==> config.mk <==
export PLATFORM = sky130hd
export DESIGN_NAME = wd_ctrl
export DESIGN_NICKNAME = d
export VERILOG_FILES = /design/src/hw/rtl/wd_pkg.sv /design/src/hw/rtl/wd_ctrl.sv
export SDC_FILE = /design/constraint.sdc
export NUM_CORES = 1
export LEC_CHECK = 0
export BUFFER_PORTS_ARGS = -buffer_cell sky130_fd_sc_hd__buf_2
export CAP_MARGIN = 15
export CORE_ASPECT_RATIO = 1.25
export CORE_MARGIN = 5
export CORE_UTILIZATION = 35
export CTS_BUF_LIST = sky130_fd_sc_hd__clkbuf_2 sky130_fd_sc_hd__clkbuf_4 sky130_fd_sc_hd__clkbuf_8
export CTS_CLUSTER_DIAMETER = 100
export DETAILED_ROUTE_END_ITERATION = 6
export PLACE_DENSITY = 0.61
export SLEW_MARGIN = 20
export SYNTH_ARGS = -nofsm -noshare
export SYNTH_HDL_FRONTEND = slang
export SYNTH_SLANG_ARGS = --single-unit
==> constraint.sdc <==
create_clock -name i_clk -period 1.6 [get_ports i_clk]
set_clock_uncertainty 0.1 [all_clocks]
set_input_delay 0.08 -clock i_clk [delete_from_list [all_inputs] [get_ports i_clk]]
set_output_delay 0.08 -clock i_clk [all_outputs]
set_load 0.01 [all_outputs]
==> src/hw/rtl/wd_pkg.sv <==
`timescale 1ns / 1ps
`default_nettype none

package wd_pkg;

    // Item operation codes
    typedef enum logic [1:0] {
        OP_WR_THREADING = 2'd0,
        OP_WR_TIEUP     = 2'd1,
        OP_WR_TREADLING = 2'd2,
        OP_RD_CLOTH     = 2'd3
    } t_op;

    // Configuration register indexes and port widths
    localparam int unsigned CFG_IDX_W  = 2;
    localparam int unsigned CFG_DATA_W = 9;

    localparam logic [CFG_IDX_W-1:0] CFG_LIFTPLAN = 2'd0;
    localparam logic [CFG_IDX_W-1:0] CFG_WARPS    = 2'd1;
    localparam logic [CFG_IDX_W-1:0] CFG_TREADLES = 2'd2;
    localparam logic [CFG_IDX_W-1:0] CFG_PICKS    = 2'd3;

    localparam logic [8:0] RST_WARPS    = 9'd256;
    localparam logic [5:0] RST_TREADLES = 6'd32;
    localparam logic [8:0] RST_PICKS    = 9'd256;

    typedef struct packed {
        t_op        op;
        logic [7:0] warp_index;
        logic [7:0] pick_index;
        logic [4:0] treadle_index;
        logic [4:0] shaft_index;
        logic [5:0] shaft_number;
        logic [3:0] cell_value;
    } t_in_item;

    typedef struct packed {
        logic [3:0] cloth_value;
        logic [7:0] warp_out;
        logic [7:0] pick_out;
    } t_out_item;

    // Controller to datapath
    typedef struct packed {
        logic load;      // latch the accepted item
        logic wr;        // perform the latched store write
        logic clr;       // clear one entry of every store deep enough to hold it
        logic thr_rd;    // read threading for the latched warp
        logic res_clr;   // clear result and treadle counter
        logic lp_rd;     // read lift plan entry
        logic lp_take;   // take lift plan entry as result
        logic scan_rd;   // read tie-up and treadling for one treadle
        logic out_load;  // load the output register
    } t_cmd;

    // Datapath to controller
    typedef struct packed {
        logic is_write;   // incoming item is a store write
        logic clr_last;   // clearing pass at its last entry
        logic early_zero; // cell reads 0 without a scan
        logic liftplan;   // lift plan mode
        logic k_last;     // scan at its last treadle
    } t_stat;

endpackage

`default_nettype wire

==> src/hw/rtl/wd_ctrl.sv <==
`timescale 1ns / 1ps
`default_nettype none

module wd_ctrl (
    input  wire logic          i_clk,
    input  wire logic          i_rst_n,
    input  wire logic          i_in_valid,
    output logic               o_in_ready,
    output logic               o_out_valid,
    input  wire logic          i_out_ready,
    input  wd_pkg::t_stat      i_stat,
    output wd_pkg::t_cmd       o_cmd
);
    import wd_pkg::*;

    typedef enum logic [8:0] {
        S_CLEAR  = 9'b000000001,
        S_IDLE   = 9'b000000010,
        S_WRITE  = 9'b000000100,
        S_THR    = 9'b000001000,
        S_DECIDE = 9'b000010000,
        S_LIFT   = 9'b000100000,
        S_SCAN   = 9'b001000000,
        S_DRAIN  = 9'b010000000,
        S_DONE   = 9'b100000000
    } t_state;

    t_state r_state, n_state;
    logic   r_out_valid, n_out_valid;

    always_comb begin
        n_state = r_state;
        o_cmd   = '0;
        case (r_state)
            S_CLEAR: begin
                o_cmd.clr = 1'b1;
                if (i_stat.clr_last) begin
                    n_state = S_IDLE;
                end
            end
            S_IDLE: begin
                if (i_in_valid) begin
                    o_cmd.load = 1'b1;
                    n_state    = i_stat.is_write ? S_WRITE : S_THR;
                end
            end
            S_WRITE: begin
                o_cmd.wr = 1'b1;
                n_state  = S_IDLE;
            end
            S_THR: begin
                o_cmd.thr_rd = 1'b1;
                n_state      = S_DECIDE;
            end
            S_DECIDE: begin
                o_cmd.res_clr = 1'b1;
                if (i_stat.early_zero) begin
                    n_state = S_DONE;
                end else if (i_stat.liftplan) begin
                    o_cmd.lp_rd = 1'b1;
                    n_state     = S_LIFT;
                end else begin
                    n_state = S_SCAN;
                end
            end
            S_LIFT: begin
                o_cmd.lp_take = 1'b1;
                n_state       = S_DONE;
            end
            S_SCAN: begin
                o_cmd.scan_rd = 1'b1;
                if (i_stat.k_last) begin
                    n_state = S_DRAIN;
                end
            end
            S_DRAIN: begin
                n_state = S_DONE;
            end
            S_DONE: begin
                if (!r_out_valid || i_out_ready) begin
                    o_cmd.out_load = 1'b1;
                    n_state        = S_IDLE;
                end
            end
            default: begin
                n_state = S_CLEAR;
            end
        endcase
    end

    always_comb begin
        n_out_valid = r_out_valid;
        if (o_cmd.out_load) begin
            n_out_valid = 1'b1;
        end else if (i_out_ready) begin
            n_out_valid = 1'b0;
        end
    end

    always_ff @(posedge i_clk) begin
        if (!i_rst_n) begin
            r_state     <= S_CLEAR;
            r_out_valid <= 1'b0;
        end else begin
            r_state     <= n_state;
            r_out_valid <= n_out_valid;
        end
    end

    assign o_in_ready  = (r_state == S_IDLE);
    assign o_out_valid = r_out_valid;

endmodule

`default_nettype wire

==> results.ini, run 1 <==
[setup_path]
crit_required_ns=1.42
worst_ep_arrival_time_ns=1.48
start_kind=flip-flop
reg2reg_depth=6
cp_num_buf_inv=2
r2r-start=r_state[6]$_SDFFE_PN0P_
slowest_stage=dfxtp_2
crit_top_cell=and2_4
path_max_fanout=3
r2r_end=r_state[1]$_SDFFE_PN0P_
critPathTopFamily=simple AND/OR/NAND/NOR gates
cpPeakStageDelay_ns=0.34
r2r_slack_ns=-0.02
end_kind=output pin
worstSetupPathType=reg2out
path_cells=nor4_4, and2_4, nand3_4, inv_2, and2_4, buf_6

[sta]
setup-violations-final=9
layout_setup_ws_ns=-0.0622
worstMarginPinSlew_ns=0.512
tns_ns=-0.250
max_freq_ghz=0.602
min_period_over_period_pct=104
slew_headroom_pct=65.4
grt_setup_unrepaired=yes
period_needed_ns=1.66
slew_viol_final=0
hold_violations=0

[synthesis]
yosysWarnings=0
syn_inst=89
yosysSeqAreaShare_pct=27.9
ys_ff_latch=10
syn_avg_cell_area_um2=8.06
syn_nets=98
synth_cell_type_count=36
synth.cell_area_um2=717

[placement]
gp_congestion=0.870
hpwlAfterDp_um=1520
placed_area_um2=863
place.port_buffers=19

[job]
max_cap_viol_count=0

[clock_tree]
clock_latency_ns=0.27
clockBufferDepth=2
clk_pin_slew_worst_paths_ns=0.06
numCtsBuffers=3
cts_sinks=10
clock-root-buffer=clkbuf_4
h-tree-depth=1
cts_tree=done

[hold_path]
hp-start=i_stat[0]
hold_path_class=in2reg
min_path_cells=3
worstHoldEndpoint=r_state[6]$_SDFFE_PN0P_

[final_layout]
drive_gt1_share_pct=55.7
final_cell_mix=buf_2, buf_4, nor2_1, buf_6, inv_1
final_common_cell=buf_2
fin_util_pct=61.3
final-seq-area_um2=216
post-route-cell-area_um2=1200
n_antenna_cell=0
area_growth_pct=67.5
multi_input_area_um2=564
final_nets=141
n_fill_cell=166

[grt]
grt_overflow_total=0
track_usage_pct=13.8
grt_pass1_vias=787
grt_max_degree=10
antenna_found_initial=0
grt_pass1_wl_um=3210

[drt]
drt_iter0_markers=18
drt.antenna.violating_nets=0
routedWlPerCell_um=15.0
drc=0
totalWireLength_um=2270
dr.pass1.iters=4
via_per_inst=5.53
vias=835

[power]
power_leakage_nw=0.545
power_density_nw_per_um2=812
finalPower_mw=0.975
vdd_ir_drop_max_v=0.000606

[floorplanning]
dieArea_um2=3060
core_um2=1960
io_pins=20
start_util_pct=36.6
die_x_um=50.5
fp.dieH_um=60.6
rows=18

[outcome]
status=complete, but fails checks
violations=setup timing

-- synthesized netlist by cell type --
library cell | number | share of area [%]
a211oi_1 | 1 | 1.0
a21oi_1 | 2 | 1.4
a221oi_1 | 1 | 1.2
a32oi_1 | 1 | 1.2
and2_1 | 2 | 1.7
and2b_2 | 1 | 1.2
and4_2 | 1 | 1.4
and4b_1 | 1 | 1.4
buf_2 | 2 | 1.4
buf_4 | 1 | 1.0
buf_6 | 1 | 1.6
clkbuf_2 | 1 | 0.70
dfxtp_1 | 10 | 28
inv_1 | 9 | 4.7
nand2_1 | 5 | 2.6
nand2b_1 | 1 | 0.87
nand3_1 | 2 | 1.4
nand4_1 | 2 | 1.7
nand4_2 | 1 | 1.7
nor2_1 | 12 | 6.3
nor2b_1 | 5 | 4.4
nor3_1 | 3 | 2.1
nor3b_1 | 2 | 2.1
nor4_1 | 1 | 0.87
nor4_4 | 2 | 5.9
nor4b_1 | 3 | 3.7
o2111a_1 | 1 | 1.6
o2111ai_1 | 4 | 4.9
o211ai_1 | 1 | 1.0
o211ai_2 | 1 | 1.7
o21a_1 | 1 | 1.0
o21ai_0 | 3 | 2.1
o311ai_1 | 1 | 1.2
o32a_1 | 1 | 1.4
or2_0 | 1 | 0.87
xor2_1 | 2 | 2.4
-- metal layers --
metal  global-route usage [%]  vias to the layer above  part of all wire (%)
met5                        0                        -                     0
met3                     1.97                        4                   4.0
met1                     14.7                      400                    40
met2                     24.1                       21                    55
met4                     10.9                        0                   1.7
li1                         -                      410                     -
-- flip-flops by register name (all words and copies together) (netlist names) --
signal,count
r_state,9
o_out_valid,1
-- tightest hold or removal path: cells and delay by family --
family | cells | cell delay, ns
AO/OA/AOI/OAI | 1 | 0.13
buffers and inverters | 1 | 0.10
AND/OR/NAND/NOR | 1 | 0.04
-- area by class of cell --
| type | instances | share of cell area, % |
|---|---|---|
| multi-input cells | 65 | 47.0 |
| inverters | 9 | 2.81 |
| clock buffers | 4 | 3.02 |
| repair buffers | 43 | 27.1 |
| flip-flops and latches | 10 | 18.0 |
| well taps | 20 | 2.08 |
-- where the power goes --
group          total, mW  internal [mW]  leakage [nW]  switching (mW)
sequential         0.316          0.273        0.0846          0.0429
combinational      0.429          0.221         0.439           0.207
clock              0.230          0.138        0.0210          0.0920
-- through the flow --
stage | hold slack (ns) | cells | setup WS (ns)
CTS | 0.00675 | 150 | -0.0935
global placement | 0.177 | 131 | -0.0838
global route | 0.0314 | 151 | -0.117
finish | 0.0125 | 151 | -0.0622
detailed placement | 0.184 | 131 | -0.0610
floorplan | 0.0584 | 89 | 0.0790
-- timing repair --
item                                   4_1_cts  5_1_grt
pin swaps                                    7        7
setup buffers                               10        2
resized for setup                           16       27
hold buffers                                 5        0
setup endpoints to repair                   13       19
endpoints found under the hold margin        5        0
-- how the worst max path moves through the flow --
stage                            start                      end  slack [ns]  depth (start not counted)
2_1_floorplan  r_state[4]$_SDFFE_PN0P_                 o_cmd[8]        0.08                          6
3_3_place_gp   r_state[0]$_SDFFE_PN1P_  r_state[8]$_SDFFE_PN0P_       -0.08                          4
3_5_place_dp   r_state[0]$_SDFFE_PN1P_  r_state[6]$_SDFFE_PN0P_       -0.06                          4
4_1_cts        r_state[8]$_SDFFE_PN0P_                 o_cmd[3]       -0.09                          5
5_1_grt        r_state[1]$_SDFFE_PN0P_  r_state[6]$_SDFFE_PN0P_       -0.12                          6
6_report       r_state[6]$_SDFFE_PN0P_                 o_cmd[8]       -0.06                          6
-- cell families (layout without fill, tap and decap cells) --
group	after synthesis	after routing	synth area share, %
and+or+nand+nor	45	45	40.3
AOI/OAI and AO/OA	18	18	19.9
buffers and inverters	14	56	9.42
DFF	10	10	27.9
xor gates and xnor gates	2	2	2.44
Note: power is estimated with default switching activity, not from simulation.
==> inputs of run 2 (changes only) <==
--- a/config.mk
+++ b/config.mk
@@ -15,4 +15,5 @@
 export DETAILED_ROUTE_END_ITERATION = 6
 export PLACE_DENSITY = 0.61
+export SKIP_CTS_REPAIR_TIMING = 1
 export SLEW_MARGIN = 20
 export SYNTH_ARGS = -nofsm -noshare
==> constraint.sdc (replaced) <==
create_clock -name i_clk -period 1.6 [get_ports i_clk]
set_clock_uncertainty 0.1 [all_clocks]
set_input_delay 0.16 -clock i_clk [delete_from_list [all_inputs] [get_ports i_clk]]
set_output_delay 0.16 -clock i_clk [all_outputs]
set_load 0.01 [all_outputs]
==> run 2 against run 1 <==
Effect of this change:
- the flow still finishes with violations (setup timing)
- register-to-register slack hardly changed
- utilization is 7.9 points lower
- clock-buffer cell count stayed put
- sequential power is 4% lower
- clock power hardly changed
- maximum frequency is 9.9% lower
- sequential cell count stayed put
- non-clock buffer count is 6 lower
- critical path type unchanged
- critical endpoint is now o_cmd[7]
- largest cell class unchanged
==> results.ini, run 2 (same netlist as run 1, synthesis figures left out) <==
[grt]
grt_pass1_wl_um=3170  ; -1.1%
grt_use_met2_pct=22.9  ; -1.2 points
grt_use_met3_pct=2.95  ; +0.98 points
track_usage_pct=13.4  ; -0.35 points
grt_pass1_vias=736  ; -6.5%
use_met1_pct=16.2  ; +1.5 points
antenna_found_initial=0  ; unchanged
busiest_layer=met2
grt_max_degree=10  ; unchanged
grt_overflow_total=0  ; unchanged

[drt]
routedWlPerCell_um=14.2  ; -5.2%
dr.pass1.iters=4  ; unchanged
totalWireLength_um=2060  ; -9.0%
drt_iter0_markers=6  ; -12
via_per_inst=5.44  ; -1.6%
drc=0  ; unchanged
drt.antenna.violating_nets=0  ; unchanged
vias=789  ; -5.5%

[floorplanning]
die_x_um=50.5  ; unchanged
io_pins=20  ; unchanged
rows=18  ; unchanged
start_util_pct=36.6  ; unchanged
fp.dieH_um=60.6  ; unchanged
dieArea_um2=3060  ; unchanged
core_um2=1960  ; unchanged

[outcome]
violations=setup timing
status=complete, but fails checks

[setup_path]
end_kind=output pin
r2r_slack_ns=-0.01  ; about the same
cp_num_buf_inv=2  ; unchanged
slowest_stage=nor4_4
critical_path_cell_count=5  ; -1
path_cells=nor4_4, and2_4, buf_6, and4b_1, buf_2
cp-endpoint=o_cmd[7]
path_max_fanout=5  ; +2
start_kind=flip-flop
crit_required_ns=1.34  ; -0.08 ns
critPathTopFamily=simple AND/OR/NAND/NOR gates
cpPeakStageDelay_ns=0.36  ; +0.02 ns
r2r-start=r_state[5]$_SDFFE_PN0P_
startpoint=r_state[5]$_SDFFE_PN0P_
r2r_end=r_state[1]$_SDFFE_PN0P_
worstSetupPathType=reg2out
worst_ep_arrival_time_ns=1.59  ; +0.11 ns
reg2reg_depth=5  ; -1

[placement]
place.port_buffers=19  ; unchanged
hpwlAfterDp_um=1540  ; +1.6%
gp_congestion=0.907  ; +4.3%
place_inst=132  ; +0.76%

[job]
max_cap_viol_count=0  ; unchanged

[clock_tree]
clk_pin_slew_worst_paths_ns=0.07  ; about the same
clock_latency_ns=0.27  ; about the same
h-tree-depth=1  ; unchanged
numCtsBuffers=3  ; unchanged
cts_sinks=10  ; unchanged
clockBufferDepth=2  ; unchanged
cts_tree=done
clock-root-buffer=clkbuf_4

[sta]
setup-violations-final=11  ; +2
min_period_over_period_pct=115  ; +11 points
hold_violations=0  ; unchanged
slew_viol_final=0  ; unchanged
grt_setup_unrepaired=yes
slew_headroom_pct=77.4  ; +12 points
worstMarginPinSlew_ns=0.339  ; -0.173 ns
period_needed_ns=1.85  ; +0.183 ns
max_freq_ghz=0.542  ; -9.9%
layout_setup_ws_ns=-0.246  ; -0.183 ns

[final_layout]
final_cell_mix=buf_2, buf_4, nor2_1
n_antenna_cell=0  ; unchanged
final_common_cell=buf_2
regMostFlops=r_state
drive_gt1_share_pct=48.0  ; -7.7 points
area_growth_pct=45.9
final_cells=145  ; -4.0%
fin_util_pct=53.4  ; -7.9 points
final_nets=135  ; -4.3%
largest_reg_flops=9  ; unchanged

[power]
finalPower_mw=0.907  ; -7.0%
power_density_nw_per_um2=867  ; +6.8%
vdd_ir_drop_max_v=0.000561  ; -7.3%
power_leakage_nw=0.529  ; -3.0%

[hold_path]
hold_path_class=in2reg

run 2: worst min-delay path by stage:
stage | from | end | depth (start not counted)
2_1_floorplan | i_rst_n | r_state[0]$_SDFFE_PN1P_ | 1
3_3_place_gp | i_stat[4] | r_state[3]$_SDFFE_PN0P_ | 2
3_5_place_dp | i_stat[4] | r_state[3]$_SDFFE_PN0P_ | 2
4_1_cts | i_stat[4] | r_state[3]$_SDFFE_PN0P_ | 2
5_1_grt | i_stat[2] | r_state[5]$_SDFFE_PN0P_ | 2
6_report | i_stat[2] | r_state[5]$_SDFFE_PN0P_ | 2
run 2: layer usage:
| layer | part of all wire, % | vias up |
|---|---|---|
| li1 | - | 396 |
| met1 | 42 | 375 |
| met2 | 54 | 13 |
| met3 | 2.9 | 5 |
| met4 | 1.5 | 0 |
| met5 | 0 | - |
run 2: cell type report:
type,count,area [um^2]
Clock buffer,4,36.3
Inverter,9,33.8
Multi-Input combinational cell,65,499
Tap cell,20,25.0
Timing Repair Buffer,37,246
Sequential cell,10,205
Fill cell,194,913
run 2: power breakdown:
part,switching (mW),internal [mW],total [mW],leakage [nW]
clock,0.0910,0.138,0.229,0.0210
combinational,0.184,0.190,0.375,0.425
sequential,0.0300,0.273,0.303,0.0821
total,0.305,0.602,0.907,0.529
run 2: stage by stage:
stage / TNS [ns] / hold slack (ns) / setup slack, ns / instance area (um^2)
global placement: -0.0477 / 0.245 / -0.0477 / 871
detailed placement: -0.211 / 0.247 / -0.139 / 871
CTS: -2.46 / -0.0296 / -0.323 / 907
global route: -3.17 / 0.00443 / -0.342 / 1050
floorplan: 0 / 0.138 / 0.00593 / 717
finish: -1.68 / 0.00903 / -0.246 / 1050
==> inputs of run 3 (changes only) <==
SETUP_SLACK_MARGIN = 0.3   (was default)
==> run 3 against run 2 <==
Effect of this change:
- the flow still finishes with violations (setup timing)
- register-to-register slack lost 0.06 ns
- combinational power is 7.7% higher
- utilization rose by 4.5 points
- clock-buffer cell count unchanged
- total power grew 0.41%
- global-route usage fell by 0.75 points
- highest routed layer unchanged
==> results.ini, run 3 (same netlist as run 1, synthesis figures left out) <==
[setup_path]
worstSetupPathType=reg2out
crit_required_ns=1.34  ; about the same
slowest_stage=dfxtp_4
worst_ep_arrival_time_ns=1.50  ; -0.09 ns
cpPeakStageDelay_ns=0.35  ; about the same
cp_num_buf_inv=2  ; unchanged
path_cells=nor4_4, and2_4, nand3_2, inv_2, and2_4, buf_6
critPathTopFamily=simple AND/OR/NAND/NOR gates
path_max_fanout=4  ; -1
end_kind=output pin
crit_top_cell=and2_4
start_kind=flip-flop

[grt]
grt_pass1_vias=725  ; -1.5%
grt_pass1_wl_um=3010  ; -5.2%
grt_overflow_total=0  ; unchanged
track_usage_pct=12.7  ; -0.75 points
grt_max_degree=10  ; unchanged
antenna_found_initial=0  ; unchanged

[drt]
drt_iter0_markers=15  ; +9
drt.antenna.violating_nets=0  ; unchanged
dr.pass1.iters=4  ; unchanged
drc=0  ; unchanged
via_per_inst=5.52  ; +1.5%
totalWireLength_um=1990  ; -3.4%
routedWlPerCell_um=13.7  ; -3.4%
vias=801  ; +1.5%

[final_layout]
final_nets=135  ; unchanged
area_growth_pct=58.1
largest_reg_flops=9  ; unchanged
drive_gt1_share_pct=57.6  ; +9.6 points
regMostFlops=r_state
final_cell_mix=buf_2, buf_4, nor2_1
final_cells=145  ; unchanged
n_antenna_cell=0  ; unchanged
final-seq-area_um2=208  ; +1.2%
n_fill_cell=167  ; -14%
multi_input_area_um2=568  ; +14%
final_common_cell=buf_2

[floorplanning]
dieArea_um2=3060  ; unchanged
rows=18  ; unchanged
start_util_pct=36.6  ; unchanged
io_pins=20  ; unchanged
core_um2=1960  ; unchanged
die_x_um=50.5  ; unchanged
fp.dieH_um=60.6  ; unchanged

[clock_tree]
numCtsBuffers=3  ; unchanged
h-tree-depth=1  ; unchanged
clk_pin_slew_worst_paths_ns=0.06  ; about the same
cts_tree=done
clock-root-buffer=clkbuf_4
clockBufferDepth=2  ; unchanged
clock_latency_ns=0.26  ; about the same
cts_sinks=10  ; unchanged

[sta]
worstMarginPinSlew_ns=0.449  ; +0.110 ns
layout_setup_ws_ns=-0.163  ; +0.0828 ns
period_needed_ns=1.76  ; -0.0828 ns
hold_violations=0  ; unchanged
slew_headroom_pct=70.0  ; -7.3 points
setup-violations-final=14  ; +3
max_freq_ghz=0.567  ; +4.7%
min_period_over_period_pct=110  ; -5.2 points
grt_setup_unrepaired=yes
tns_ns=-1.13  ; +0.549 ns
whs_ns=0.0358  ; +0.0268 ns
slew_viol_final=0  ; unchanged

[hold_path]
hold_path_class=in2reg

[job]
max_cap_viol_count=0  ; unchanged

[power]
power_density_nw_per_um2=804  ; -7.3%
power_leakage_nw=0.537  ; +1.6%
vdd_ir_drop_max_v=0.000663  ; +18%

[placement]
place.port_buffers=19  ; unchanged
place_inst=134  ; +1.5%
gp_congestion=0.904  ; -0.31%
hpwlAfterDp_um=1510  ; -1.8%
dp_slack_ns=0.0190  ; +0.158 ns

[outcome]
violations=setup timing
status=complete, but fails checks

[run 3: per-layer routing]
| metal | global-route usage [%] | up-vias | share of wire [%] |
|---|---|---|---|
| met2 | 22.0 | 16 | 53 |
| met5 | 0 | - | 0 |
| met1 | 14.8 | 381 | 42 |
| met3 | 2.21 | 4 | 3.4 |
| li1 | - | 400 | - |
| met4 | 6.57 | 0 | 1.8 |
[run 3: final timing paths]
kind,to,start,slack (ns),cells past startpoint
max,o_cmd[8],r_state[4]$_SDFFE_PN0P_,-0.16,6
min,r_state[5]$_SDFFE_PN0P_,i_stat[2],0.04,2
max reg2reg,r_state[4]$_SDFFE_PN0P_,r_state[4]$_SDFFE_PN0P_,-0.07,6
min reg2reg,o_out_valid$_SDFFE_PN0P_,o_out_valid$_SDFFE_PN0P_,0.41,2
[run 3: where the power goes]
group / leakage, nW / internal (mW) / total, mW / switching, mW
clock network: 0.0210 / 0.138 / 0.216 / 0.0785
registers: 0.0832 / 0.270 / 0.291 / 0.0212
logic: 0.433 / 0.192 / 0.404 / 0.211
total: 0.537 / 0.600 / 0.911 / 0.311
[run 3: through the flow]
| stage | cell area (um^2) | util, % | power [mW] |
|---|---|---|---|
| floorplan | 744 | - | 0.533 |
| global placement | 905 | 46.2 | 0.634 |
| detailed placement | 905 | 46.2 | 0.642 |
| CTS | 941 | 48.0 | 0.863 |
| global route | 1130 | 57.9 | 0.975 |
| finish | 1130 | 57.9 | 0.911 |
[run 3: cell type report]
class                   count  share of cell area (%)
multi-input cells          65                    50.1
flip-flops and latches     10                    18.3
inverters                   9                    2.98
clock buffers               4                    3.20
well taps                  20                    2.21
repair buffers             37                    23.2
